### src/spi_bm_pkg.sv
// ----------------------------------------------------------------------------
// spi_bm_pkg
// Types, codes and helpers shared by the SPI burst master files.
// ----------------------------------------------------------------------------
package spi_bm_pkg;

  // sequencer phases, one-hot
  typedef enum logic [5:0] {
    PH_IDLE = 6'b000001,
    PH_WAKE = 6'b000010,
    PH_LOW  = 6'b000100,
    PH_HIGH = 6'b001000,
    PH_GAP  = 6'b010000,
    PH_POLL = 6'b100000
  } phase_t;

  // configuration register indexes
  localparam int CFG_IDX_W  = 2;
  localparam int CFG_DATA_W = 16;
  localparam logic [CFG_IDX_W-1:0] CFG_WAKE_TICKS     = 2'd0;
  localparam logic [CFG_IDX_W-1:0] CFG_HALF_BIT_TICKS = 2'd1;
  localparam logic [CFG_IDX_W-1:0] CFG_ACK_POLL_LIMIT = 2'd2;
  localparam logic [CFG_IDX_W-1:0] CFG_ACK_POLL_GAP   = 2'd3;

  // register reset values
  localparam logic [15:0] WAKE_TICKS_RST     = 16'd3;
  localparam logic [7:0]  HALF_BIT_TICKS_RST = 8'd1;
  localparam logic [7:0]  ACK_POLL_LIMIT_RST = 8'd50;
  localparam logic [15:0] ACK_POLL_GAP_RST   = 16'd3;

  // ack status codes
  localparam logic [1:0] ACK_NONE    = 2'd0;
  localparam logic [1:0] ACK_SEEN    = 2'd1;
  localparam logic [1:0] ACK_TIMEOUT = 2'd2;

  // last bit index of a byte
  localparam logic [2:0] LAST_BIT = 3'd7;

  // stream widths and result bit positions in out_tdata
  localparam int IN_TDATA_W  = 16;
  localparam int IN_TUSER_W  = 2;
  localparam int OUT_TDATA_W = 16;
  localparam int OUT_SCK_BIT    = 0;
  localparam int OUT_MOSI_BIT   = 1;
  localparam int OUT_CS_N_BIT   = 2;
  localparam int OUT_WAKE_N_BIT = 3;
  localparam int OUT_READY_BIT  = 4;
  localparam int OUT_RX_LSB     = 5;
  localparam int OUT_RXV_BIT    = 13;
  localparam int OUT_STAT_LSB   = 14;

  typedef struct packed {
    logic [15:0] wake_ticks;
    logic [7:0]  half_bit_ticks;
    logic [7:0]  ack_poll_limit;
    logic [15:0] ack_poll_gap;
  } cfg_t;

  typedef struct packed {
    logic       op;
    logic [7:0] tx_byte;
    logic       last_byte;
    logic       with_ack;
    logic       miso;
    logic       ack_level;
  } item_t;

  typedef struct packed {
    logic       sck;
    logic       mosi;
    logic       cs_n;
    logic       wake_n;
    logic       byte_ready;
    logic [7:0] rx_byte;
    logic       rx_valid;
    logic       burst_done;
    logic [1:0] ack_status;
  } result_t;

  // a zero timing setting acts as one
  function automatic logic [15:0] at_least_one16(input logic [15:0] v);
    return (v == 16'd0) ? 16'd1 : v;
  endfunction

  function automatic logic [7:0] at_least_one8(input logic [7:0] v);
    return (v == 8'd0) ? 8'd1 : v;
  endfunction

endpackage

### src/spi_bm_cfg.sv
// ----------------------------------------------------------------------------
// spi_bm_cfg
// Configuration register file, written through a plain write port.
// ----------------------------------------------------------------------------
module spi_bm_cfg
  import spi_bm_pkg::*;
(
  input  logic                  clk,
  input  logic                  rst_n,
  input  logic                  cfg_we,
  input  logic [CFG_IDX_W-1:0]  cfg_addr,
  input  logic [CFG_DATA_W-1:0] cfg_wdata,
  output cfg_t                  cfg
);

  cfg_t cfg_r;

  // register writes by index
  always_ff @(posedge clk) begin
    if (!rst_n) begin
      cfg_r.wake_ticks     <= WAKE_TICKS_RST;
      cfg_r.half_bit_ticks <= HALF_BIT_TICKS_RST;
      cfg_r.ack_poll_limit <= ACK_POLL_LIMIT_RST;
      cfg_r.ack_poll_gap   <= ACK_POLL_GAP_RST;
    end else if (cfg_we) begin
      unique case (cfg_addr)
        CFG_WAKE_TICKS:     cfg_r.wake_ticks     <= cfg_wdata;
        CFG_HALF_BIT_TICKS: cfg_r.half_bit_ticks <= cfg_wdata[7:0];
        CFG_ACK_POLL_LIMIT: cfg_r.ack_poll_limit <= cfg_wdata[7:0];
        CFG_ACK_POLL_GAP:   cfg_r.ack_poll_gap   <= cfg_wdata;
        default: ;
      endcase
    end
  end

  assign cfg = cfg_r;

endmodule

### src/spi_bm_core.sv
// ----------------------------------------------------------------------------
// spi_bm_core
// Burst sequencer: state registers and the per-tick next-state logic.
// ----------------------------------------------------------------------------
module spi_bm_core
  import spi_bm_pkg::*;
(
  input  logic    clk,
  input  logic    rst_n,
  input  logic    step_en,
  input  item_t   item,
  input  cfg_t    cfg,
  output result_t res
);

  phase_t      phase_r, phase_nxt;
  logic [15:0] tick_count_r, tick_count_nxt;
  logic [2:0]  bit_count_r, bit_count_nxt;
  logic [7:0]  tx_shift_r, tx_shift_nxt;
  logic [7:0]  rx_shift_r, rx_shift_nxt;
  logic        ack_start_r, ack_start_nxt;
  logic [7:0]  poll_count_r, poll_count_nxt;
  logic        last_pending_r, last_pending_nxt;
  logic        ack_mode_r, ack_mode_nxt;

  logic [15:0] tick_inc;
  logic [15:0] half_ticks;
  logic        rx_valid;
  logic [7:0]  rx_out;
  logic        done;
  logic [1:0]  status;
  logic        cs_low;

  assign tick_inc   = tick_count_r + 16'd1;
  assign half_ticks = {8'd0, at_least_one8(cfg.half_bit_ticks)};

  // next state for one tick
  always_comb begin
    phase_nxt        = phase_r;
    tick_count_nxt   = tick_count_r;
    bit_count_nxt    = bit_count_r;
    tx_shift_nxt     = tx_shift_r;
    rx_shift_nxt     = rx_shift_r;
    ack_start_nxt    = ack_start_r;
    poll_count_nxt   = poll_count_r;
    last_pending_nxt = last_pending_r;
    ack_mode_nxt     = ack_mode_r;
    rx_valid         = 1'b0;
    rx_out           = 8'd0;
    done             = 1'b0;
    status           = ACK_NONE;
    unique case (phase_r)
      PH_WAKE: begin
        tick_count_nxt = tick_inc;
        if (tick_inc >= at_least_one16(cfg.wake_ticks)) begin
          bit_count_nxt  = 3'd0;
          phase_nxt      = PH_LOW;
          tick_count_nxt = 16'd0;
        end
      end
      PH_LOW: begin
        tick_count_nxt = tick_inc;
        // sample miso at the end of the low phase
        if (tick_inc >= half_ticks) begin
          rx_shift_nxt   = {rx_shift_r[6:0], item.miso};
          phase_nxt      = PH_HIGH;
          tick_count_nxt = 16'd0;
        end
      end
      PH_HIGH: begin
        tick_count_nxt = tick_inc;
        if (tick_inc >= half_ticks) begin
          tick_count_nxt = 16'd0;
          if (bit_count_r == LAST_BIT) begin
            // byte complete
            bit_count_nxt = 3'd0;
            rx_valid      = 1'b1;
            rx_out        = rx_shift_r;
            if (last_pending_r) begin
              if (ack_mode_r) begin
                phase_nxt      = PH_POLL;
                poll_count_nxt = 8'd0;
              end else begin
                phase_nxt = PH_IDLE;
                done      = 1'b1;
                status    = ACK_NONE;
              end
            end else begin
              phase_nxt = PH_GAP;
            end
          end else begin
            bit_count_nxt = bit_count_r + 3'd1;
            tx_shift_nxt  = {tx_shift_r[6:0], 1'b0};
            phase_nxt     = PH_LOW;
          end
        end
      end
      PH_GAP: begin
        if (item.op) begin
          tx_shift_nxt     = item.tx_byte;
          last_pending_nxt = item.last_byte;
          bit_count_nxt    = 3'd0;
          phase_nxt        = PH_LOW;
          tick_count_nxt   = 16'd0;
        end
      end
      PH_POLL: begin
        // wait out the gap, then check the ack line
        if (tick_count_r != 16'd0) begin
          tick_count_nxt = tick_count_r - 16'd1;
        end else if (poll_count_r >= cfg.ack_poll_limit) begin
          phase_nxt = PH_IDLE;
          done      = 1'b1;
          status    = ACK_TIMEOUT;
        end else if (item.ack_level != ack_start_r) begin
          phase_nxt = PH_IDLE;
          done      = 1'b1;
          status    = ACK_SEEN;
        end else begin
          poll_count_nxt = poll_count_r + 8'd1;
          tick_count_nxt = at_least_one16(cfg.ack_poll_gap) - 16'd1;
        end
      end
      default: begin
        // idle: a byte offer starts the wake phase
        if (item.op) begin
          ack_start_nxt    = item.ack_level;
          ack_mode_nxt     = item.with_ack;
          tx_shift_nxt     = item.tx_byte;
          last_pending_nxt = item.last_byte;
          tick_count_nxt   = 16'd0;
          phase_nxt        = PH_WAKE;
        end
      end
    endcase
  end

  // pin levels after the tick
  assign cs_low = (phase_nxt == PH_LOW) || (phase_nxt == PH_HIGH) || (phase_nxt == PH_GAP);

  always_comb begin
    res.sck        = (phase_nxt != PH_LOW);
    res.cs_n       = !cs_low;
    res.wake_n     = !(cs_low || (phase_nxt == PH_WAKE));
    res.mosi       = cs_low ? tx_shift_nxt[7] : 1'b1;
    res.byte_ready = (phase_nxt == PH_IDLE) || (phase_nxt == PH_GAP);
    res.rx_byte    = rx_out;
    res.rx_valid   = rx_valid;
    res.burst_done = done;
    res.ack_status = status;
  end

  // state registers, advance once per item
  always_ff @(posedge clk) begin
    if (!rst_n) begin
      phase_r        <= PH_IDLE;
      tick_count_r   <= 16'd0;
      bit_count_r    <= 3'd0;
      tx_shift_r     <= 8'd0;
      rx_shift_r     <= 8'd0;
      ack_start_r    <= 1'b0;
      poll_count_r   <= 8'd0;
      last_pending_r <= 1'b0;
      ack_mode_r     <= 1'b0;
    end else if (step_en) begin
      phase_r        <= phase_nxt;
      tick_count_r   <= tick_count_nxt;
      bit_count_r    <= bit_count_nxt;
      tx_shift_r     <= tx_shift_nxt;
      rx_shift_r     <= rx_shift_nxt;
      ack_start_r    <= ack_start_nxt;
      poll_count_r   <= poll_count_nxt;
      last_pending_r <= last_pending_nxt;
      ack_mode_r     <= ack_mode_nxt;
    end
  end

endmodule

### src/spi_burst_master_with_ack_poll.sv
// ----------------------------------------------------------------------------
// spi_burst_master_with_ack_poll
// Tick-driven SPI mode 3 burst master with wake line and ACK line polling.
// ----------------------------------------------------------------------------
//   channel  | dir | tdata / tuser / tlast
//   in_      | in  | tick item: byte, miso, ack level; op and mode in tuser
//   out_     | out | pin levels, ready, received byte, status; tlast = done
//   cfg_     | in  | register index and write data, no read-back
//
// One item per clock cycle while out_ does not stall: an input register, the
// sequencer next-state logic and a result register; each item passes from the input register to the result register.
// Reset puts the sequencer in idle and loads the register defaults.
// A stall on out_ holds the result and the input register, so in_tready
// drops only while both stages are full.
// ----------------------------------------------------------------------------
module spi_burst_master_with_ack_poll
  import spi_bm_pkg::*;
(
  input  logic                   clk,
  input  logic                   rst_n,
  // input: tdata = tx_byte[7:0], miso[8], ack_level[9], zero[15:10]
  input  logic                   in_tvalid,
  output logic                   in_tready,
  input  logic [IN_TDATA_W-1:0]  in_tdata,
  // input: tuser = op[0], with_ack[1]
  input  logic [IN_TUSER_W-1:0]  in_tuser,
  input  logic                   in_tlast,
  // result: tdata = sck[0], mosi[1], cs_n[2], wake_n[3], byte_ready[4],
  //         rx_byte[12:5], rx_valid[13], ack_status[15:14]
  output logic                   out_tvalid,
  input  logic                   out_tready,
  output logic [OUT_TDATA_W-1:0] out_tdata,
  output logic                   out_tlast,
  // configuration
  input  logic                   cfg_we,
  input  logic [CFG_IDX_W-1:0]   cfg_addr,
  input  logic [CFG_DATA_W-1:0]  cfg_wdata
);

  cfg_t    cfg;
  item_t   in_item_r, in_item_nxt;
  logic    in_valid_r, in_valid_nxt;
  logic    out_valid_r, out_valid_nxt;
  result_t res;
  result_t out_res_r;
  logic    advance;
  logic    in_take;

  spi_bm_cfg u_cfg (
    .clk       (clk),
    .rst_n     (rst_n),
    .cfg_we    (cfg_we),
    .cfg_addr  (cfg_addr),
    .cfg_wdata (cfg_wdata),
    .cfg       (cfg)
  );

  spi_bm_core u_core (
    .clk     (clk),
    .rst_n   (rst_n),
    .step_en (advance),
    .item    (in_item_r),
    .cfg     (cfg),
    .res     (res)
  );

  // handshake
  assign advance   = in_valid_r && (!out_valid_r || out_tready);
  assign in_tready = !in_valid_r || advance;
  assign in_take   = in_tvalid && in_tready;

  // unpack the input item
  always_comb begin
    in_item_nxt.op        = in_tuser[0];
    in_item_nxt.with_ack  = in_tuser[1];
    in_item_nxt.tx_byte   = in_tdata[7:0];
    in_item_nxt.miso      = in_tdata[8];
    in_item_nxt.ack_level = in_tdata[9];
    in_item_nxt.last_byte = in_tlast;
  end

  always_comb begin
    in_valid_nxt = in_valid_r;
    if (in_take) begin
      in_valid_nxt = 1'b1;
    end else if (advance) begin
      in_valid_nxt = 1'b0;
    end
    out_valid_nxt = out_valid_r;
    if (advance) begin
      out_valid_nxt = 1'b1;
    end else if (out_tready) begin
      out_valid_nxt = 1'b0;
    end
  end

  // control registers
  always_ff @(posedge clk) begin
    if (!rst_n) begin
      in_valid_r  <= 1'b0;
      out_valid_r <= 1'b0;
    end else begin
      in_valid_r  <= in_valid_nxt;
      out_valid_r <= out_valid_nxt;
    end
  end

  // payload registers
  always_ff @(posedge clk) begin
    if (in_take) begin
      in_item_r <= in_item_nxt;
    end
    if (advance) begin
      out_res_r <= res;
    end
  end

  // pack the result item
  assign out_tvalid = out_valid_r;
  assign out_tlast  = out_res_r.burst_done;
  always_comb begin
    out_tdata                 = '0;
    out_tdata[OUT_SCK_BIT]    = out_res_r.sck;
    out_tdata[OUT_MOSI_BIT]   = out_res_r.mosi;
    out_tdata[OUT_CS_N_BIT]   = out_res_r.cs_n;
    out_tdata[OUT_WAKE_N_BIT] = out_res_r.wake_n;
    out_tdata[OUT_READY_BIT]  = out_res_r.byte_ready;
    out_tdata[OUT_RX_LSB +: 8] = out_res_r.rx_byte;
    out_tdata[OUT_RXV_BIT]    = out_res_r.rx_valid;
    out_tdata[OUT_STAT_LSB +: 2] = out_res_r.ack_status;
  end

endmodule

### config.mk
export PLATFORM = sky130hd
export DESIGN_NAME = spi_burst_master_with_ack_poll
export DESIGN_NICKNAME = d
export VERILOG_FILES = /design/src/spi_bm_pkg.sv /design/src/spi_bm_cfg.sv /design/src/spi_bm_core.sv /design/src/spi_burst_master_with_ack_poll.sv
export SDC_FILE = /design/constraint.sdc
export NUM_CORES = 1
export LEC_CHECK = 0
export BUFFER_PORTS_ARGS = -buffer_cell sky130_fd_sc_hd__buf_2
export CAP_MARGIN = 15
export CORE_ASPECT_RATIO = 1.5
export CORE_MARGIN = 5
export CORE_UTILIZATION = 30
export CTS_BUF_LIST = sky130_fd_sc_hd__clkbuf_4 sky130_fd_sc_hd__clkbuf_8
export DETAILED_ROUTE_END_ITERATION = 16
export SLEW_MARGIN = 40
export SYNTH_ARGS = -nofsm -noshare
export SYNTH_HDL_FRONTEND = slang
export SYNTH_SLANG_ARGS = --single-unit
### constraint.sdc
create_clock -name clk -period 5.55 [get_ports clk]
set_clock_uncertainty 0.1 [all_clocks]
set_input_delay 0 -clock clk [delete_from_list [all_inputs] [get_ports clk]]
set_output_delay 0 -clock clk [all_outputs]
set_load 0.01 [all_outputs]
* Yosys cells after proc, flatten, opt, wreduce, memory -nomap -nowiden *
Index checks and enable logic that the tools add are counted.

word-level totals
  bits in registers = 132
  word-level logic and storage cells = 168

cells by class
  magnitude comparators = 3
  bitwise gates (word level) = 4
  add/sub/neg operators = 5
  mux-type cells = 54
  eq/ne operators = 28
  reduce and logical (&&, ||, !) cells = 42

operators by type and width
  cell                                                                      count
  16-bit two-way mux                                                        8
  8-bit two-way mux                                                         11
  6-bit two-way mux                                                         11
  16-bit one-hot mux with 3 select lines                                    1
  16-bit zero test                                                          2
  8-bit one-hot mux with 2 select lines                                     2
  16-bit by 1-bit subtractor with 16-bit output (second input constant)     2
  6-bit one-hot mux with 5 select lines                                     1
  16-bit by 1-bit adder with 16-bit output (second input constant)          1
  16-bit >= comparator                                                      1
  16-bit by 8-bit >= comparator with 1-bit output                           1
  16-bit nonzero test                                                       1
  1-bit two-way mux                                                         13
  6-bit by 2-bit equality test with 1-bit output (second input constant)    2
  6-bit by 3-bit equality test with 1-bit output (second input constant)    2
  6-bit by 4-bit equality test with 1-bit output (second input constant)    2
  6-bit by 5-bit equality test with 1-bit output (second input constant)    2
  3-bit two-way mux                                                         4
  3-bit AND reduction                                                       4
  2-bit by 1-bit inequality test with 1-bit output (second input constant)  5
  2-bit inequality test (second input constant)                             5
  2-bit AND reduction                                                       5
  5-bit AND reduction                                                       2
  3-bit one-hot mux with 3 select lines                                     1
  other kinds (28)                                                          47

* Logic depth before layout (Yosys ltp) *
  depth in word-level cells = 10
  depth in mapped cells = 17
  gate-level depth less buffers = 15

* Modules after synthesis *
A second synthesis with hierarchy kept.

second synthesis, totals
  cell total of the unflattened synthesis = 852
  area total of the unflattened synthesis = 7,688.6 um2

by module, submodules not included
  module                          cells an instance  instances  sequential area each (um2)  area an instance (um2)
  spi_bm_core                     631                1          1,041.0                     4,807.1
  spi_bm_cfg                      182                1          960.9                       1,876.8
  spi_burst_master_with_ack_poll  39                 1          940.9                       1,004.7

* Worst setup path before layout *
OpenSTA, ideal clock, no wires.

  kind = reg-to-reg
  from = register u_core.tick_count_r[0]
  to = register out_res_r, in the netlist out_tdata[1], data pin
  buffers on the path = 1
  stages on the path, launching flop included = 17
  library setup time = 0.259 ns
  required time = 5.191 ns
  data arrival time = 3.553 ns
  setup slack = 1.638 ns
  period minus slack after synthesis = 3.912 ns
  path through = dfxtp_1 nand3_1 nor3_2 and3_1 and3_1 xor2_1 ha_1 a21oi_1 o21ai_0 inv_1 o21ai_0 or2_2 or4b_1 buf_2 xor2_1 a31oi_1 a211o_1

between the ends
  cells in the longest elaborated chain, start to end = 7
  elaborated cells on any way between the ends = 16
  those cells by class = add/sub (1); order compare (2); eq/ne (3); mux (7); reduce/logical (3)

ends and longest elaborated chain
  element                                                                                                                  RTL line                                                 source
  start: declaration                                                                                                       spi_bm_core.sv:17                                        logic [15:0] tick_count_r, tick_count_nxt;
  start signal: assignment                                                                                                 spi_bm_core.sv:167                                       tick_count_r <= tick_count_nxt;
  16-bit by 1-bit adder with 16-bit output                                                                                 spi_bm_core.sv:34                                        assign tick_inc = tick_count_r + 16'd1;
  16-bit by 8-bit >= comparator with 1-bit output / 16-bit >= comparator (equally long branches)                           spi_bm_core.sv:64, spi_bm_core.sv:72, spi_bm_core.sv:55
  6-bit two-way mux, on equally long branches                                                                              spi_bm_core.sv:72, spi_bm_core.sv:55, spi_bm_core.sv:64
  6-bit one-hot mux with 5 select lines                                                                                    spi_bm_core.sv:52                                        unique case (phase_r)
  6-bit by 3-bit equality test with 1-bit output / 6-bit by 4-bit equality test with 1-bit output (equally long branches)  spi_bm_core.sv:139                                       assign cs_low = (phase_nxt == PH_LOW) || (phase_nxt == PH_HIGH) || (phase_nxt == PH_GAP);
  1-bit logical OR (2 in series)                                                                                           spi_bm_core.sv:139
  end signal: assignment                                                                                                   spi_burst_master_with_ack_poll.sv:114                    out_res_r <= res;
  end: declaration                                                                                                         spi_burst_master_with_ack_poll.sv:45                     result_t out_res_r;

Parallel ways exist; a longest one is shown, timed or not. The select of a mux whose other input is x is not followed.
A chain may end at the register's enable or synchronous reset.

* Worst setup path in the final report *
  from = register u_core.tick_count_r[2]
  to = register out_res_r, in the netlist out_tdata[1], data pin

The elaborated chain is that of the path after synthesis.

==> impl_metrics.yaml <==
layout:
  area_growth_pct: 18.2
  stdcell_count: 1330
  fillCellCount: 2578
  layout_common_cells: "136 x nand2_1, 102 x dfxtp_1, 87 x a21oi_1, 82 x nor2_1, 54 x buf_2"
  drive_gt1_share_pct: 12.9
  final_common_cell: "nand2_1"
  nets: 1069
  diodes: 0
clocking:
  cts_htree_levels: 4
  clk_latency_ps: 450
  path_clk_slew_ps: 80
  clock_sinks: 132
  cts_root_buf: "clkbuf_8"
  cts_max_path_buffers: 2
  cts_tree: "yes"
  cts-buffers-inserted: 17
  cts_setup_buffers: 0
synth:
  seq_area_frac_synth_pct: 39.0
  syn-instance-count: 917
  synth_cell_type_count: 79
  ys.flop_type: "dfxtp_1"
  avgSynthCellArea_um2: 8.23
  syn_area_um2: 7550
  synthArstFlopShare_pct: 0
  synth-seq-cells: 132
  yosysWarnings: 0
  syn_nets: 997
  synth-edff-count: 30
grt:
  grt_pass1_vias: 6726
  grt_pass1_wl_um: 34700
  antenna_found_initial: 0
  grt_max_degree: 81
  grt_usage_pct: 15.1
  gr-total-overflow: 0
route:
  first_pass_iters: 5
  num_vias: 6868
  wl_per_cell_um: 16.0
  avgViaCountPerCell: 5.16
  route.detailed.drc: 0
  antenna_left: 0
  drtIter0Drc: 330
  routed_wirelength_um: 21300
floorplanning:
  die_area_um2: 28500
  core-area_um2: 25000
  io_pins: 61
  initial_core_util_pct: 30.2
  dieWidth_um: 140
  die_y_um: 204
  std_cell_rows: 71
sta:
  post-route-period-util_pct: 87.6
  finalSetupViolCount: 0
  hold_violations: 0
  fmax_mhz: 206
  slew-limit-headroom_pct: 44.9
  tightest_slew_ps: 820
  period_needed_ps: 4860
  finalSetupTns_ps: 0
  rsz0062_at_grt: "no"
  report.final.slew_viol_count: 0
worst_setup_path:
  critical_path_arrival_ps: 4960
  worstPathRequired_ps: 5650
  critPathKind: "flop to flop"
  start_kind: "flop"
  cp_max_fo: 14
  cp-end-kind: "flop"
placed_design:
  gp_congestion: 0.923
  place.detailed.hpwl_um: 15300
  port_buffers: 54
  dp.cells: 1260
power:
  p_total_mw: 2.15
  power_density_nw_per_um2: 242
  vdd_drop_max_mv: 0.150
  p_leak_nw: 3.49
run:
  max_cap_violations: 0
run_status:
  status: "finished, final reports clean"
worst_hold_path:
  hold_class: "primary input to flop"
## kinds of logic (layout without fill, tap and decap cells)
logic type                 Yosys count  after routing  share of synthesized area [%]
AOI/OAI and AO/OA                  226            226                           18.4
xor gates and xnor gates            37             37                           4.39
adders and majority gates           38             38                           6.30
buffers and inverters               99            184                           5.82
DFF                                132            132                           39.0
muxes                               12             12                           1.77
and+or+nand+nor                    373            373                           24.3
## cells in the mapped netlist, drive strengths merged (3+ instances only)
| library cell | number | area share, % |
|---|---|---|
| nand2 | 136 | 6.8 |
| o211ai | 12 | 1.2 |
| or3 | 7 | 0.58 |
| and3 | 15 | 1.2 |
| a21oi | 87 | 5.8 |
| or4 | 4 | 0.50 |
| a211oi | 10 | 1.1 |
| o21a | 3 | 0.30 |
| a22oi | 18 | 1.8 |
| mux2i | 11 | 1.6 |
| inv | 46 | 2.3 |
| nor3 | 20 | 1.4 |
| edfxtp | 30 | 12 |
| o21ai | 51 | 3.4 |
| xnor2 | 13 | 1.6 |
| a31oi | 8 | 0.66 |
| nor2b | 3 | 0.25 |
| or4b | 3 | 0.45 |
| nor4 | 19 | 2.2 |
| a21o | 6 | 0.60 |
| clkbuf | 38 | 2.1 |
| nand3 | 40 | 2.7 |
| or2 | 6 | 0.50 |
| o31ai | 5 | 0.50 |
| nand4 | 11 | 1.1 |
| buf | 15 | 1.5 |
| nand2b | 4 | 0.33 |
| dfxtp | 102 | 27 |
| nor3b | 4 | 0.40 |
| nor2 | 83 | 4.2 |
| a41o | 3 | 0.40 |
| and2 | 8 | 0.66 |
| ha | 38 | 6.3 |
| xor2 | 24 | 2.8 |
## final timing paths
check	startpoint	end	slack, ps	cells past startpoint
setup / recovery	u_core.tick_count_r[2]$_SDFFE_PN0P_	out_tdata[1]$_SDFFCE_PN1P_	690	13
hold / removal	cfg_we	u_cfg.cfg[18]$_SDFFE_PN0P_	60	5
setup reg to reg	u_core.tick_count_r[2]$_SDFFE_PN0P_	out_tdata[1]$_SDFFCE_PN1P_	690	13
hold reg to reg	u_core.rx_shift_r[7]$_SDFFE_PN0P_	u_core.rx_shift_r[7]$_SDFFE_PN0P_	350	2
## flip-flops by register name, summed over array words and instances, names as in the netlist
signal and cells:
u_cfg.cfg 48, out_tdata 16, u_core.tick_count_r 16, in_item_r 13
u_core.poll_count_r 8, u_core.rx_shift_r 8, u_core.tx_shift_r 8, u_core.phase_r 6
u_core.bit_count_r 3, in_valid_r 1, out_tlast 1, out_tvalid 1
u_core.ack_mode_r 1, u_core.ack_start_r 1, u_core.last_pending_r 1
## timing repair
item | in CTS | in global routing
endpoints found under the hold margin | 65 | 0
hold buffers | 38 | 0
resized for setup | 0 | 0
setup endpoints to repair | 0 | 0
## power breakdown
part           switching [mW]  leakage, nW  internal (mW)  total (mW)
sequential             0.0214         1.10           1.01        1.03
combinational           0.116         2.17         0.0800       0.196
clock                   0.413        0.221          0.513       0.926
total                   0.551         3.49           1.60        2.15
## stage by stage
| stage | utilization [%] | worst slack [ps] | cell area, um^2 | hold slack [ps] |
|---|---|---|---|---|
| finish | 35.7 | 688 | 8920 | 58.4 |
| global route | 35.7 | 389 | 8920 | 89.0 |
| CTS | 35.7 | 747 | 8920 | 20.6 |
| detailed placement | 32.4 | 786 | 8090 | 78.4 |
| global placement | 32.3 | 794 | 8070 | 77.5 |
| floorplan | - | 1640 | 7550 | -1.13 |
## critical path, cell delays in order, from the launching register on
cell	delay, ps
dfxtp_1	660
nand3_1	450
nor3_2	490
xor2_1	280
ha_1	290
nand4_1	110
nor2_1	60
a211oi_1	560
a211oi_1	160
or2_2	340
or4b_1	570
xor2_1	200
a31oi_1	130
a211o_1	240
## per-layer routing
layer / share of wire (%) / GRT usage, % / wire [um]
met5: 0 / 0 / 0
met4: 5.4 / 9.93 / 1150
met3: 3.2 / 2.25 / 692
met2: 52 / 27.3 / 11100
met1: 39 / 16.4 / 8380
## cell type report
| type | instances | area, um^2 | area share (%) |
|---|---|---|---|
| Timing Repair Buffer | 106 | 759 | 8.51 |
| Multi-Input combinational cell | 686 | 4180 | 46.9 |
| Inverter | 46 | 173 | 1.94 |
| Tap cell | 328 | 410 | 4.60 |
| Clock buffer | 19 | 255 | 2.86 |
| Clock inverter | 13 | 196 | 2.20 |
| Sequential cell | 132 | 2940 | 33.0 |
(Power assumes the default switching activity.)
